$ cat src/rtl/tsc_pkg.sv
package tsc_pkg;

	// Operation codes carried in the opcode field. Codes five to seven are unused.
	localparam logic [2:0] OP_TICK   = 3'd0;
	localparam logic [2:0] OP_START  = 3'd1;
	localparam logic [2:0] OP_PAUSE  = 3'd2;
	localparam logic [2:0] OP_SWITCH = 3'd3;
	localparam logic [2:0] OP_RESET  = 3'd4;

	// Active side codes.
	localparam logic [1:0] SIDE_NONE  = 2'd0;
	localparam logic [1:0] SIDE_WHITE = 2'd1;
	localparam logic [1:0] SIDE_BLACK = 2'd2;

	// Configuration register indexes.
	localparam logic [1:0] REG_BASE  = 2'd0;
	localparam logic [1:0] REG_INC   = 2'd1;
	localparam logic [1:0] REG_UNLIM = 2'd2;

	localparam int MS_PER_SEC = 1000;

	// 65535 s and 4095 s in milliseconds fit in these widths.
	localparam int BASE_MS_W = 26;
	localparam int INC_MS_W  = 22;

	localparam logic [BASE_MS_W-1:0] BASE_MS_RESET = BASE_MS_W'(300 * MS_PER_SEC);

	typedef struct packed {
		logic [2:0] opcode;
		logic       start_side;
		logic [9:0] elapsed_ms;
	} item_t;

	typedef struct packed {
		logic [31:0] white_ms;
		logic [31:0] black_ms;
		logic [1:0]  active_side;
		logic        running;
		logic        timed_out;
		logic        timeout_side;
	} res_t;

	typedef struct packed {
		logic [BASE_MS_W-1:0] base_ms;
		logic [INC_MS_W-1:0]  inc_ms;
		logic                 unlimited;
		logic                 clear_run;
	} cfg_t;

endpackage

$ cat src/rtl/tsc_cmd_if.sv
interface tsc_cmd_if;
	logic       valid;
	logic       ready;
	logic [2:0] opcode;
	logic       start_side;
	logic [9:0] elapsed_ms;

	modport source (output valid, output opcode, output start_side, output elapsed_ms,
		input ready);
	modport sink (input valid, input opcode, input start_side, input elapsed_ms,
		output ready);
endinterface

$ cat src/rtl/tsc_res_if.sv
interface tsc_res_if;
	logic        valid;
	logic        ready;
	logic [31:0] white_ms;
	logic [31:0] black_ms;
	logic [1:0]  active_side;
	logic        running;
	logic        timed_out;
	logic        timeout_side;

	modport source (output valid, output white_ms, output black_ms, output active_side,
		output running, output timed_out, output timeout_side, input ready);
	modport sink (input valid, input white_ms, input black_ms, input active_side,
		input running, input timed_out, input timeout_side, output ready);
endinterface

$ cat src/rtl/tsc_cfg_if.sv
interface tsc_cfg_if;
	logic        valid;
	logic        ready;
	logic [1:0]  addr;
	logic [15:0] wdata;

	modport source (output valid, output addr, output wdata, input ready);
	modport sink (input valid, input addr, input wdata, output ready);
endinterface

$ cat src/rtl/tsc_cfg_regs.sv
module tsc_cfg_regs (
	input  logic           clk,
	input  logic           arst_n,
	tsc_cfg_if.sink        cfg,
	output tsc_pkg::cfg_t  cfg_o
);

	logic [tsc_pkg::BASE_MS_W-1:0] base_ms_q;
	logic [tsc_pkg::INC_MS_W-1:0]  inc_ms_q;
	logic                          unlim_q;
	logic                          wr;

	assign cfg.ready = 1'b1;
	assign wr        = cfg.valid;

	// Times are kept in milliseconds so the clock path never multiplies.
	always_ff @(posedge clk or negedge arst_n) begin
		if (!arst_n) begin
			base_ms_q <= tsc_pkg::BASE_MS_RESET;
			inc_ms_q  <= '0;
			unlim_q   <= 1'b0;
		end else if (wr) begin
			case (cfg.addr)
				tsc_pkg::REG_BASE: begin
					base_ms_q <= tsc_pkg::BASE_MS_W'(cfg.wdata)
						* tsc_pkg::BASE_MS_W'(tsc_pkg::MS_PER_SEC);
				end
				tsc_pkg::REG_INC: begin
					inc_ms_q <= tsc_pkg::INC_MS_W'(cfg.wdata[11:0])
						* tsc_pkg::INC_MS_W'(tsc_pkg::MS_PER_SEC);
				end
				tsc_pkg::REG_UNLIM: begin
					unlim_q <= cfg.wdata[0];
				end
				default: begin
				end
			endcase
		end
	end

	assign cfg_o.base_ms   = base_ms_q;
	assign cfg_o.inc_ms    = inc_ms_q;
	assign cfg_o.unlimited = unlim_q;
	assign cfg_o.clear_run = wr && (cfg.addr == tsc_pkg::REG_UNLIM) && cfg.wdata[0];

endmodule

$ cat src/rtl/tsc_core.sv
module tsc_core #(
	parameter int TIME_WIDTH = 32
) (
	input  logic           clk,
	input  logic           arst_n,
	input  tsc_pkg::cfg_t  cfg_i,
	input  logic           item_valid,
	input  tsc_pkg::item_t item,
	output tsc_pkg::res_t  res
);

	localparam int EXT_W = ((TIME_WIDTH > 32) ? TIME_WIDTH : 32) + 1;
	localparam logic [TIME_WIDTH-1:0] TIME_MAX = '1;
	localparam logic [EXT_W-1:0] TIME_MAX_EXT = EXT_W'(TIME_MAX);
	localparam logic [EXT_W-1:0] OUT_MAX_EXT  = EXT_W'(32'hFFFF_FFFF);
	localparam logic [TIME_WIDTH-1:0] BAL_RESET = TIME_WIDTH'(tsc_pkg::BASE_MS_RESET);

	logic [TIME_WIDTH-1:0] white_q, black_q, white_d, black_d;
	logic [1:0]            side_q, side_d;
	logic                  run_q, run_d;
	logic                  tout, tside;
	logic [TIME_WIDTH-1:0] act_bal, elapsed_w, tick_val, inc_val, base_val;
	logic [EXT_W-1:0]      inc_sum;
	logic                  white_act;

	assign white_act = (side_q == tsc_pkg::SIDE_WHITE);
	assign act_bal   = white_act ? white_q : black_q;
	assign elapsed_w = TIME_WIDTH'(item.elapsed_ms);
	assign tick_val  = (act_bal > elapsed_w) ? (act_bal - elapsed_w) : '0;
	assign inc_sum   = EXT_W'(act_bal) + EXT_W'(cfg_i.inc_ms);
	assign inc_val   = (inc_sum >= TIME_MAX_EXT) ? TIME_MAX : TIME_WIDTH'(inc_sum);
	assign base_val  = (EXT_W'(cfg_i.base_ms) > TIME_MAX_EXT) ? TIME_MAX
		: TIME_WIDTH'(cfg_i.base_ms);

	always_comb begin
		white_d = white_q;
		black_d = black_q;
		side_d  = side_q;
		run_d   = run_q;
		tout    = 1'b0;
		tside   = 1'b0;
		if (item_valid) begin
			case (item.opcode)
				tsc_pkg::OP_TICK: begin
					if (!cfg_i.unlimited && run_q && (side_q != tsc_pkg::SIDE_NONE)) begin
						if (white_act) begin
							white_d = tick_val;
						end else begin
							black_d = tick_val;
						end
						if (tick_val == '0) begin
							run_d = 1'b0;
							tout  = 1'b1;
							tside = !white_act;
						end
					end
				end
				tsc_pkg::OP_START: begin
					if (!cfg_i.unlimited) begin
						side_d = item.start_side ? tsc_pkg::SIDE_BLACK : tsc_pkg::SIDE_WHITE;
						run_d  = 1'b1;
					end
				end
				tsc_pkg::OP_PAUSE: begin
					run_d = 1'b0;
				end
				tsc_pkg::OP_SWITCH: begin
					// The side that just moved gets its increment if the clock is running, then the move passes.
					if (!cfg_i.unlimited && (side_q != tsc_pkg::SIDE_NONE)) begin
						if (run_q) begin
							if (white_act) begin
								white_d = inc_val;
							end else begin
								black_d = inc_val;
							end
						end
						side_d = white_act ? tsc_pkg::SIDE_BLACK : tsc_pkg::SIDE_WHITE;
					end
				end
				tsc_pkg::OP_RESET: begin
					white_d = base_val;
					black_d = base_val;
					side_d  = tsc_pkg::SIDE_NONE;
					run_d   = 1'b0;
				end
				default: begin
				end
			endcase
		end
		if (cfg_i.clear_run) begin
			run_d = 1'b0;
		end
	end

	always_ff @(posedge clk or negedge arst_n) begin
		if (!arst_n) begin
			white_q <= BAL_RESET;
			black_q <= BAL_RESET;
			side_q  <= tsc_pkg::SIDE_NONE;
			run_q   <= 1'b0;
		end else begin
			white_q <= white_d;
			black_q <= black_d;
			side_q  <= side_d;
			run_q   <= run_d;
		end
	end

	assign res.white_ms     = (EXT_W'(white_d) > OUT_MAX_EXT) ? 32'hFFFF_FFFF : 32'(white_d);
	assign res.black_ms     = (EXT_W'(black_d) > OUT_MAX_EXT) ? 32'hFFFF_FFFF : 32'(black_d);
	assign res.active_side  = side_d;
	assign res.running      = run_d;
	assign res.timed_out    = tout;
	assign res.timeout_side = tside;

	a_timeout_stops: assert property (@(posedge clk) disable iff (!arst_n)
		item_valid && tout |=> !run_q)
		else $error("clock still running after a timeout");

	a_unlimited_stopped: assert property (@(posedge clk) disable iff (!arst_n)
		cfg_i.unlimited |-> !run_q)
		else $error("clock running in unlimited mode");

	a_run_has_side: assert property (@(posedge clk) disable iff (!arst_n)
		run_q |-> (side_q == tsc_pkg::SIDE_WHITE || side_q == tsc_pkg::SIDE_BLACK))
		else $error("clock running with no active side");

	a_timeout_zero: assert property (@(posedge clk) disable iff (!arst_n)
		item_valid && tout |=> ((white_q == '0) || (black_q == '0)))
		else $error("timeout flagged with no balance at zero");

endmodule

$ cat src/rtl/two_side_countdown_clock.sv
// Two-sided game clock with a per-move increment. It keeps a millisecond balance for white
// and for black, the side whose time runs and a run flag, and answers every command
// transaction on cmd with exactly one result transaction on result that shows the state
// after the command: both balances (saturated to 32 bits), the active side, the run flag
// and a one-shot timeout flag with the side that ran out. Commands are tick, start, pause,
// switch turn and reset; the user writes the base time, the increment and unlimited mode
// through cfg only while no command is in flight (the block does not enforce this), and a
// new base time takes effect only at the next reset command. The block takes one command
// per clock cycle while result does not stall: the command is held in an input register,
// the clock state and result register update together when it leaves, and a stall on result
// backs up into cmd only once both registers hold work. Balances are TIME_WIDTH bits wide.
module two_side_countdown_clock #(
	parameter int TIME_WIDTH = 32
) (
	input  logic      clk,
	input  logic      arst_n,
	tsc_cmd_if.sink   cmd,
	tsc_res_if.source result,
	tsc_cfg_if.sink   cfg
);

	tsc_pkg::cfg_t  cfg_cur;
	tsc_pkg::item_t item_s1;
	tsc_pkg::res_t  res_next;
	tsc_pkg::res_t  res_q;
	logic           valid_s1;
	logic           out_valid_q;
	logic           advance;

	// A command leaves the input register when the result register is empty or is being
	// drained in this same cycle; that is also the cycle in which the clock state moves.
	assign advance   = valid_s1 && (!out_valid_q || result.ready);
	assign cmd.ready = !valid_s1 || advance;

	always_ff @(posedge clk or negedge arst_n) begin
		if (!arst_n) begin
			valid_s1 <= 1'b0;
		end else if (cmd.ready) begin
			valid_s1 <= cmd.valid;
		end
	end

	// The payload register needs no reset; its valid bit guards it.
	always_ff @(posedge clk) begin
		if (cmd.ready && cmd.valid) begin
			item_s1.opcode     <= cmd.opcode;
			item_s1.start_side <= cmd.start_side;
			item_s1.elapsed_ms <= cmd.elapsed_ms;
		end
	end

	tsc_cfg_regs u_cfg (
		.clk    (clk),
		.arst_n (arst_n),
		.cfg    (cfg),
		.cfg_o  (cfg_cur)
	);

	tsc_core #(
		.TIME_WIDTH (TIME_WIDTH)
	) u_core (
		.clk        (clk),
		.arst_n     (arst_n),
		.cfg_i      (cfg_cur),
		.item_valid (advance),
		.item       (item_s1),
		.res        (res_next)
	);

	// The result register holds a finished transaction until the consumer takes it.
	always_ff @(posedge clk or negedge arst_n) begin
		if (!arst_n) begin
			out_valid_q <= 1'b0;
		end else if (advance) begin
			out_valid_q <= 1'b1;
		end else if (result.ready) begin
			out_valid_q <= 1'b0;
		end
	end

	always_ff @(posedge clk) begin
		if (advance) begin
			res_q <= res_next;
		end
	end

	assign result.valid        = out_valid_q;
	assign result.white_ms     = res_q.white_ms;
	assign result.black_ms     = res_q.black_ms;
	assign result.active_side  = res_q.active_side;
	assign result.running      = res_q.running;
	assign result.timed_out    = res_q.timed_out;
	assign result.timeout_side = res_q.timeout_side;

endmodule
$ cat src/flat_wrapper.sv
// flat-port wrapper written by rule: the top's interface ports become plain ports
module two_side_countdown_clock_flat 
#(
	parameter int TIME_WIDTH = 32
)
  (clk, arst_n, cmd_valid, cmd_opcode, cmd_start_side, cmd_elapsed_ms, cmd_ready, result_valid, result_white_ms, result_black_ms, result_active_side, result_running, result_timed_out, result_timeout_side, result_ready, cfg_valid, cfg_addr, cfg_wdata, cfg_ready);
  tsc_cmd_if cmd_i ();
  tsc_res_if result_i ();
  tsc_cfg_if cfg_i ();
  input  logic clk;
  input  logic arst_n;
  input wire logic [$bits(cmd_i.valid)-1:0] cmd_valid;
  input wire logic [$bits(cmd_i.opcode)-1:0] cmd_opcode;
  input wire logic [$bits(cmd_i.start_side)-1:0] cmd_start_side;
  input wire logic [$bits(cmd_i.elapsed_ms)-1:0] cmd_elapsed_ms;
  output wire logic [$bits(cmd_i.ready)-1:0] cmd_ready;
  output wire logic [$bits(result_i.valid)-1:0] result_valid;
  output wire logic [$bits(result_i.white_ms)-1:0] result_white_ms;
  output wire logic [$bits(result_i.black_ms)-1:0] result_black_ms;
  output wire logic [$bits(result_i.active_side)-1:0] result_active_side;
  output wire logic [$bits(result_i.running)-1:0] result_running;
  output wire logic [$bits(result_i.timed_out)-1:0] result_timed_out;
  output wire logic [$bits(result_i.timeout_side)-1:0] result_timeout_side;
  input wire logic [$bits(result_i.ready)-1:0] result_ready;
  input wire logic [$bits(cfg_i.valid)-1:0] cfg_valid;
  input wire logic [$bits(cfg_i.addr)-1:0] cfg_addr;
  input wire logic [$bits(cfg_i.wdata)-1:0] cfg_wdata;
  output wire logic [$bits(cfg_i.ready)-1:0] cfg_ready;
  assign cmd_i.valid = cmd_valid;
  assign cmd_i.opcode = cmd_opcode;
  assign cmd_i.start_side = cmd_start_side;
  assign cmd_i.elapsed_ms = cmd_elapsed_ms;
  assign cmd_ready = cmd_i.ready;
  assign result_valid = result_i.valid;
  assign result_white_ms = result_i.white_ms;
  assign result_black_ms = result_i.black_ms;
  assign result_active_side = result_i.active_side;
  assign result_running = result_i.running;
  assign result_timed_out = result_i.timed_out;
  assign result_timeout_side = result_i.timeout_side;
  assign result_i.ready = result_ready;
  assign cfg_i.valid = cfg_valid;
  assign cfg_i.addr = cfg_addr;
  assign cfg_i.wdata = cfg_wdata;
  assign cfg_ready = cfg_i.ready;
  two_side_countdown_clock #(.TIME_WIDTH(TIME_WIDTH)) u_core (.clk(clk), .arst_n(arst_n), .cmd(cmd_i), .result(result_i), .cfg(cfg_i));
endmodule
$ cat config.mk
export PLATFORM = sky130hd
export DESIGN_NAME = two_side_countdown_clock_flat
export DESIGN_NICKNAME = d
export VERILOG_FILES = /design/src/rtl/tsc_pkg.sv /design/src/rtl/tsc_cmd_if.sv /design/src/rtl/tsc_res_if.sv /design/src/rtl/tsc_cfg_if.sv /design/src/rtl/tsc_cfg_regs.sv /design/src/rtl/tsc_core.sv /design/src/rtl/two_side_countdown_clock.sv /design/src/flat_wrapper.sv
export SDC_FILE = /design/constraint.sdc
export NUM_CORES = 1
export LEC_CHECK = 0
export BUFFER_PORTS_ARGS = -buffer_cell sky130_fd_sc_hd__buf_2
export CAP_MARGIN = 20
export CORE_MARGIN = 2
export CORE_UTILIZATION = 56
export DETAILED_ROUTE_END_ITERATION = 10
export GPL_TIMING_DRIVEN = 0
export PLACE_DENSITY_LB_ADDON = 0.25
export REMOVE_ABC_BUFFERS = 1
export SLEW_MARGIN = 10
export SYNTH_ARGS = -nofsm -noshare
export SYNTH_HDL_FRONTEND = slang
export SYNTH_SLANG_ARGS = --single-unit
$ cat constraint.sdc
create_clock -name clk -period 6.8 [get_ports clk]
set_input_delay 0.68 -clock clk [delete_from_list [all_inputs] [get_ports clk]]
set_output_delay 0.68 -clock clk [all_outputs]
set_load 0.05 [all_outputs]
## After elaboration in Yosys (flattened, before gate mapping)

Index checks and enable logic that the tools add are counted.

- Bits in writable memories: 0
- Register bits after elaboration: 195
- ROM bits: 0
- Bits in latches: 0
- Memories: 0
- Bits of input ports: 37

- Div/mod/pow operators: 0
- Order comparisons: 2
- Mux-type cells: 32
- Multipliers: 2
- Reductions and logical operators: 24
- Equal/unequal tests: 7
- Bitwise operators: 0
- Shift operators: 0
- Add/sub/neg operators: 2

Operators by type and width:

| kind | count |
|---|---|
| $mux 32 | 15 |
| $pmux 32 s3 | 2 |
| $add 32x22->33 | 1 |
| $ge 33x32->1 const B | 1 |
| $gt 32x10->1 | 1 |
| $logic_not 32->1 | 1 |
| $sub 32x10->32 | 1 |
| $mul 16x7->23 const B | 1 |
| $mul 12x7->19 const B | 1 |
| $mux 2 | 5 |
| $mux 1 | 8 |
| $reduce_and 2->1 | 4 |
| $logic_and 1x1->1 | 7 |
| $eq 3x2->1 const B | 2 |
| $pmux 2 s3 | 1 |
| $eq 2x1->1 const B | 2 |
| $logic_not 1->1 | 4 |
| $reduce_bool 2->1 | 2 |
| $eq 3x1->1 const B | 1 |
| $eq 3x3->1 const B | 1 |
| $logic_not 3->1 | 1 |
| $pmux 1 s3 | 1 |
| $reduce_and 3->1 | 1 |
| $eq 2x2->1 const B | 1 |
| other kinds (3) | 4 |

## Logic depth before layout (Yosys ltp)

- Depth in word-level cells: 10
- Gate-level depth with buffers: 22
- Mapped depth without buffers: 17

## By module

From an unflattened synthesis, not the netlist that was laid out.

- Cell total of the unflattened synthesis: 1687
- Area total of the unflattened synthesis: 15265.9 sq um

Modules (own cells, without submodules):

| module | sequential area each (sq um) | cells an instance | area an instance (sq um) | times used |
|---|---|---|---|---|
| tsc_core | 1696.6 | 1086 | 7767.4 | 1 |
| tsc_cfg_regs | 1086.0 | 510 | 4902.2 | 1 |
| two_side_countdown_clock | 2542.4 | 91 | 2596.2 | 1 |

## Least setup slack after synthesis

Ideal clock, no wire load.

- Path type: input-to-reg
- From: input cfg_wdata[3]
- To: register u_core.u_cfg.base_ms_q[24] in the netlist's numbering
- Stages on the path: 14
- Slack: 1.931 ns
- Library setup time: 0.136 ns
- Arrival time: 4.733 ns
- Cell sequence: fa_1 > fa_1 > fa_1 > fa_1 > ha_1 > a211oi_1 > o21ai_0 > a21oi_1 > o21ai_0 > a2111oi_0 > o31a_1 > a21oi_1 > xnor2_1 > o21ai_0

- Cells in the longest elaborated chain, start to end: 1

Ends and longest elaborated chain:

| item | RTL line | RTL |
|---|---|---|
| start: declaration | flat_wrapper.sv:27 | `input wire logic [$bits(cfg_i.wdata)-1:0] cfg_wdata;` |
| $mul 16x7->23 | tsc_cfg_regs.sv:26 | `* tsc_pkg::BASE_MS_W'(tsc_pkg::MS_PER_SEC);` |
| end signal: assignment | tsc_cfg_regs.sv:19 | `base_ms_q <= tsc_pkg::BASE_MS_RESET;` |
| end signal: assignment | tsc_cfg_regs.sv:25 | `base_ms_q <= tsc_pkg::BASE_MS_W'(cfg.wdata)` |
| end: declaration | tsc_cfg_regs.sv:8 | `logic [tsc_pkg::BASE_MS_W-1:0] base_ms_q;` |

No other way between the ends.
A chain may end at the register's enable or synchronous reset.

==> impl_metrics.yaml <==
status:
  status: "complete, no violations"
yosys:
  synth_top_cell_by_area: "edfxtp_1"
  syn_inst: 1622
  ys.flop_type: "dfrtp_1"
  yosysUniqueCellTypes: 87
  synth_top_area_share_pct: 16.79
  syn_avg_cell_area_um2: 9.151
  synth_area_leaders: "edfxtp_1 (17%), dfrtp_1 (15%), ha_1 (8.9%), fa_1 (8.0%), a21oi_1 (5.8%)"
  ys_seq_area_share_pct: 35.88
  async_reset_ff_share_pct: 57.44
  syn_area_um2: 14840
  ys_seq_elements: 195
  synth_edf_count: 83
  yosysWarnings: 0
finish:
  final_cell_mix: "nand2_1 (207), a21oi_1 (171), o21ai_0 (129)"
  fill_cells: 2227
  antenna_cells: 0
  drive_gt1_share_pct: 13.42
  final_nets: 1894
  fin_util_pct: 63.12
  synthToLayoutAreaGrowth_pct: 10.82
  layout_commonest_cell: "nand2_1"
floorplanning:
  io_pins: 109
  die_area_um2: 27820
  num_rows: 59
  die_w_um: 166.8
  initial_core_util_pct: 56.96
  die_h_um: 166.8
  core_area_um2: 26060
route:
  wire_per_inst_um: 21.77
  drt_iter0_markers: 1335
  vias_per_cell: 6.485
  route.detailed.drc: 0
  routed_wl_mm: 44.44
  drtPass1Iterations: 5
  postRouteAntennaNets: 0
  num_vias: 13235
worst_setup_path:
  crit_end: "u_core.result.black_ms[14]"
  critPathMostFrequentCell: "o21ai_0"
  crit_arrival_ps: 6660
  crit_type: "flop to flop"
  worstRegToRegCells: 14
  r2r_slack_ps: 350
  crit_path_start_kind: "flop"
  crit_chain: "nor2b_4 -> buf_12 -> mux2i_1 -> inv_1 -> ha_1 -> nand2_1 -> nor2_1 -> nand3_1 -> o21ai_0 -> a21boi_1 -> nor4_2 -> nand2b_1 -> o21ai_0 -> a21oi_1"
  crit_path_max_fanout: 30
  slowest_delay_ps: 900
  reg2reg_to: "u_core.result.black_ms[14]"
  cp_slowest_cell: "nor4_2"
  r2r-start: "u_core.u_core.side_q[1]"
  startpoint: "u_core.u_core.side_q[1]"
  required_ps: 7010
  critPathCaptureType: "flop"
grt:
  antenna_found_initial: 0
  track_usage_pct: 32.30
  overflow: 0
  grt_pass1_wl_mm: 70.70
  grt_pass1_vias: 13025
  grt_max_degree: 70
place:
  dp_hpwl_mm: 33.24
  gp_congestion: 0.9674
  io_buffer_count: 107
cts:
  h-tree-depth: 4
  holdBufCountCts: 0
  post_cts_buffers: 0
  cts.sinks: 195
  post_cts_resized: 0
  clkTransAtPathRegs_ps: 80
  cts_tree: "built"
  clk_latency_ps: 450
  cts_buffer_depth: 2
  numCtsBuffers: 17
  cts_root_buf: "clkbuf_16"
sta:
  setup_viol: 0
  finalCritPeriodShare_pct: 94.83
  skew_ps: 15.12
  hold_violations: 0
  slew_viol_final: 0
  max_freq_ghz: 0.1551
  post-route-min-period_ps: 6449
  worstMarginPinSlew_ps: 1197
  slew_headroom_pct: 20.23
  rsz0062_at_grt: "no"
min_path:
  min_path_type: "input port to async pin"
pwr:
  power.total_w: 0.007004
  max-vdd-ir-drop_mv: 0.2299
  p_leak_nw: 6.964
  power_density_nw_per_um2: 425.8
flow_run:
  cap_violations: 0
Yosys cell counts (all sizes together) (12+ instances only):
cell      n
nand3    43
buf      22
o22ai    12
and3     12
a21o     15
nand2b   18
xnor2    38
fa       59
dfstp    24
xor2     34
nor2b    13
nand4    13
edfxtp   83
a21oi   171
or3      24
mux2     13
nor2    127
ha      105
nor3     33
o21ai   130
nand2   208
o31ai    14
a31oi    26
dfrtp    88
mux2i    26
clkbuf   49
inv      60
worst max-delay path: cells and delay by family, from the launching register on:
kind            cells  cell delay, ps
flops               1             520
fa+ha+maj           1             450
simple gates        6            2780
buf+inv             2             480
mux                 1             420
compound gates      4            1520
cells by family (layout without fill, tap and decap cells):
logic type	after synthesis	after routing	synth area share [%]
compound gates	485	485	19.92
fa+ha+maj	164	164	16.81
simple gates	535	535	16.79
xor+xnor	72	72	4.249
mux	39	39	2.765
flops	195	195	35.88
other cells	1	1	0.02526
buf+inv	131	215	3.566
stage by stage:
stage / setup WS [ps] / setup TNS (ps) / instance area, um2 / hold WS [ps] / cells
3_3_place_gp: -2860 / -291770 / 15490 / 464.4 / 1993
6_report: 351.4 / 0 / 16450 / 144.3 / 2041
5_1_grt: 46.85 / 0 / 16450 / 186.5 / 2041
2_1_floorplan: 671.2 / 0 / 14540 / 384.4 / 1551
4_1_cts: 306.7 / 0 / 16450 / 169.5 / 2041
3_5_place_dp: 356.8 / 0 / 15830 / 471.2 / 2009
how the worst min path moves through the flow:
stage	start	end	slack, ps
CTS	arst_n	u_core.u_core.side_q[0]	170
floorplan	arst_n	u_core.result.valid	380
global route	arst_n	u_core.result.valid	190
finish	arst_n	u_core.result.valid	140
global placement	u_core.u_cfg.base_ms_q[15]	u_core.u_cfg.base_ms_q[15]	460
detailed placement	u_core.u_cfg.base_ms_q[19]	u_core.u_cfg.base_ms_q[19]	470
registers in the layout (all words and copies together) (netlist names):
register,flops
u_core.result.running,1
u_core.u_cfg.base_ms_q,23
u_core.result.active_side,2
u_core.result.timeout_side,1
u_core.result.white_ms,32
u_core.u_core.black_q,32
u_core.u_cfg.inc_ms_q,19
u_core.result.timed_out,1
u_core.result.valid,1
u_core.u_cfg.unlim_q,1
u_core.u_core.side_q,2
u_core.valid_s1,1
u_core.u_core.white_q,32
u_core.u_core.run_q,1
u_core.result.black_ms,32
u_core.item_s1,14
metal layers:
metal  routed length, um  GRT usage [%]
met5                   0              0
met4                1999          15.25
met2               20460          52.25
met3                4295          5.276
met1               17690          42.75
area by class of cell:
type / instances / area [um2] / area share [%]
Inverter: 60 / 227.7 / 1.384
Clock buffer: 18 / 450.4 / 2.738
Sequential cell: 195 / 5325 / 32.37
Timing Repair Buffer: 123 / 813.3 / 4.944
Clock inverter: 14 / 165.2 / 1.004
Multi-Input combinational cell: 1296 / 9049 / 55.01
Tap cell: 335 / 419.2 / 2.548
report_power, final:
| part | switching (W) | internal, W |
|---|---|---|
| Combinational | 0.00263 | 0.00147 |
| Clock | 0.000512 | 0.000547 |
| Sequential | 0.000261 | 0.00158 |
| Total | 0.00341 | 0.00360 |
Power figures use the tool's default switching activity.
